## src/sv/frmi_ram.sv

```systemverilog
// Generic single-write, single-read RAM with a registered read port.
// No dependencies.
module frmi_ram #(
	parameter int unsigned DATA_W = 8,
	parameter int unsigned DEPTH  = 256,
	parameter int unsigned ADDR_W = $clog2(DEPTH)
) (
	input  logic              clk,
	input  logic              we,
	input  logic [ADDR_W-1:0] waddr,
	input  logic [DATA_W-1:0] wdata,
	input  logic              re,
	input  logic [ADDR_W-1:0] raddr,
	output logic [DATA_W-1:0] rdata
);

	logic [DATA_W-1:0] mem [DEPTH];
	logic [DATA_W-1:0] rdata_q;

	always_ff @(posedge clk) begin
		if (we) begin
			mem[waddr] <= wdata;
		end
		if (re) begin
			rdata_q <= mem[raddr];
		end
	end

	assign rdata = rdata_q;

endmodule

```

## config.mk

```make
export PLATFORM = sky130hd
export DESIGN_NAME = frmi_ram
export DESIGN_NICKNAME = d
export VERILOG_FILES = /design/src/sv/frmi_ram.sv
export SDC_FILE = /design/constraint.sdc
export NUM_CORES = 2
export LEC_CHECK = 0
export ABC_AREA = 1
export CORE_ASPECT_RATIO = 1.1
export CORE_UTILIZATION = 31
export CTS_BUF_LIST = sky130_fd_sc_hd__clkbuf_8 sky130_fd_sc_hd__clkbuf_16
export DETAILED_ROUTE_END_ITERATION = 12
export DONT_BUFFER_PORTS = 1
export PLACE_DENSITY_LB_ADDON = 0.15
export SLEW_MARGIN = 20
export SYNTH_ARGS = -nofsm -noshare
export SYNTH_HDL_FRONTEND = slang
export SYNTH_SLANG_ARGS = --single-unit
```

## constraint.sdc

```tcl
create_clock -name clk -period 2.48 [get_ports clk]
set_input_delay 0.124 -clock clk [delete_from_list [all_inputs] [get_ports clk]]
set_output_delay 0.124 -clock clk [all_outputs]
set_load 0.1 [all_outputs]
```

==> key figures <==
Run status
  • Status: complete, but fails checks
  • Failing checks: hold timing, setup timing

STA
  • Worst Tran Pin Value: 1.37 ns
  • Final Hold Fails: 1790
  • Clock Skew: 0.0768 ns
  • Setup TNS: -0.0340 ns
  • Final hold slack: -0.662 ns
  • Final setup fails: 2
  • Achievable Freq: 400 MHz
  • Final worst setup slack: -0.0209 ns
  • RSZ-0062 raised after global routing: no
  • Final max-slew violation count: 0
  • Fin crit share: 101%
  • Slew headroom: 8.67%
  • Final min period: 2.50 ns

Layout
  • P&R area growth vs syn: 16.8%
  • Commonest non-fill, non-tap cell in the layout: nand2_1
  • Most frequent cells in the layout: nand2_1, edfxtp_1, nand3_1
  • Post-Layout Cell Count: 11000
  • Multi-input gate area: 19200 um^2
  • Layout cells sized above 1: 11.0%
  • Post-layout nets: 7316
  • Fill cells: 26200
  • Sequential Area: 61700 um^2

Synth
  • Syn Area/Cell: 11.9 um^2
  • Share of the synthesized area in the top cell type: 74.0%
  • Syn nets: 7030
  • Post-synth cell types: 13
  • #FFs+latches synth: 2056
  • Sequential area share after synthesis: 74.0%
  • Synth area leaders: edfxtp_1, nand3_1, nand2_1
  • Cell Area, Synth: 83500 um^2
  • Synthesis Warnings: 0
  • Post-synth top area cell: edfxtp_1
  • Post-Syn Instances: 7003

GRT
  • Pin count of the biggest net entering global routing: 1026
  • Gr ovfl total: 0
  • All-layer global routing usage: 19.2%
  • First-pass GRT wire length: 385 mm
  • Initial antenna violation count: 22
  • Vias in the first global route: 53600

Flow run
  • Max cap viols: 0

Floorplanning
  • Die area: 271000 um^2
  • Die height: 546 um
  • Die X: 497 um
  • Core area: 267000 um^2
  • Row count: 199
  • Initial core utilization: 31.2%
  • Boundary Pins: 35

Worst setup path
  • CP Capture Type: flop
  • Crit path DAT: 3.14 ns
  • Element type at the critical path start: input port
  • Crit-path cells: inv_8 -> buf_12 -> buf_4 -> buf_4 -> nand3_1 -> nand3_1 -> nand3_1 -> nand3_1 -> nand3_1 -> nand3_1 -> dlygate4sd3_1 -> nand2_1 -> nand2_1 -> nand2_1
  • CP Buf/Inv Count: 5
  • RR Endpoint: rdata[5]
  • CP required: 3.12 ns
  • Worst r2r src: mem[45][5]
  • Reg2Reg Setup Slack: 0.13 ns
  • CP Max Fanout: 513
  • Slowest CP cell: dlygate4sd3_1
  • WS Path Type: in2reg
  • Cell count of the worst reg-to-reg path: 12
  • Most used cell, CP: nand3_1
  • CP peak stage delay: 0.57 ns
  • CP top delay family: buffers and inverters

Routing
  • 1st-pass router iterations: 6
  • Drt via density: 5.00
  • Via count: 54900
  • Final ANT Viol Nets: 0
  • Wirelength per Cell: 24.7 um
  • WL final: 272 mm
  • DRC Markers: 0
  • Drt initial violations: 4592

Clock network
  • Clock buffer count from CTS: 225
  • Clock transition at path regs: 0.06 ns
  • Worst-Skew Late Latency: 0.90 ns
  • CTS sink cnt: 2056
  • Root Buffer: clkbuf_16
  • Hold buffers post-CTS: 27
  • CTS H-Tree Depth: 4
  • CTS tree: done
  • Clock Path Buffers: 4

Hold path
  • Worst hold endpoint: mem[95][7]
  • Min-delay src: wdata[7]
  • Worst min path class: in2reg
  • Hold Path Depth: 0

Placed design
  • Gp weighted congestion: 0.810
  • Post-DP HPWL: 142 mm
  • Post-placement setup slack: -0.581 ns
  • PortBufs: 0
  • # placed instances: 10500

Pwr
  • Peak VDD IR: 0.601 mV
  • PwrDens: 754 nW/um^2
  • Leakage: 34.3 nW
registers in the layout, indices dropped and copies added (netlist names):
signal	cells
rdata	8
mem	2048
worst max path at each step:
stage                     cells after the start        start           to
final                                        14     raddr[1]     rdata[0]
after global routing                          7     waddr[3]   mem[21][2]
after CTS                                    11  mem[235][0]     rdata[0]
after detailed placement                     14     raddr[0]     rdata[6]
after global placement                       14     raddr[0]     rdata[6]
after floorplan                               4           we  mem[162][0]
where the power goes:
group	total [mW]	internal [mW]	switching [mW]	leakage [nW]
Sequential	38.4	38.3	0.0304	18.5
Clock	31.1	17.4	13.7	3.49
Combinational	4.03	1.29	2.74	12.3
synth_stat cells:
| library cell | n |
|---|---|
| nand3_1 | 2019 |
| buf_8 | 1 |
| buf_4 | 46 |
| buf_1 | 40 |
| buf_6 | 16 |
| inv_4 | 1 |
| nor2_1 | 283 |
| inv_2 | 2 |
| inv_1 | 36 |
| buf_2 | 268 |
| edfxtp_1 | 2056 |
| clkbuf_1 | 112 |
| nand2_1 | 2123 |
layer usage:
layer | track usage [%] | vias up | share of wire, %
met2 | 31.8 | 1429 | 49
met1 | 25.8 | 27700 | 43
met5 | 0 | - | 0.0026
met4 | 6.35 | 2 | 3.2
met3 | 2.78 | 375 | 5.1
li1 | - | 25500 | -
through the flow:
stage,utilization (%),power (mW),area [um^2]
after floorplan,-,41.5,83500
after global placement,33.7,42.6,90000
after detailed placement,33.7,42.6,90000
after CTS,36.3,73.8,97000
after global routing,36.5,75.8,97500
final,36.5,73.5,97500
worst reg2reg max path, stage by stage, from the launching register on:
cell and delay (ns):
edfxtp_1 0.35, nand2_1 0.07, nand3_1 0.08, nand3_1 0.14
nand3_1 0.13, nand3_1 0.17, nand3_1 0.10, dlygate4sd3_1 0.58
buf_4 0.17, nand3_1 0.10, nand2_1 0.07, nand2_1 0.06
nand2_1 0.05
repair_timing:
action                      CTS  global route
hold endpoints to repair   2480          2048
gates resized for setup       0             2
buffers inserted              0             4
setup endpoints to repair     0             8
cells by family after synthesis:
group / after synthesis / share of synthesized area, %
DFF: 2056 / 74.0
buffers and inverters: 522 / 3.12
and+or+nand+nor: 4425 / 22.9
layout make-up:
class / instances / area share [%]
diodes: 13 / 0.0334
clock buffers: 226 / 5.80
clock inverters: 163 / 1.03
inverters: 39 / 0.187
multi-input cells: 4425 / 19.7
flip-flops and latches: 2056 / 63.3
well taps: 3517 / 4.51
repair buffers: 542 / 5.44
(Power assumes the default switching activity.)
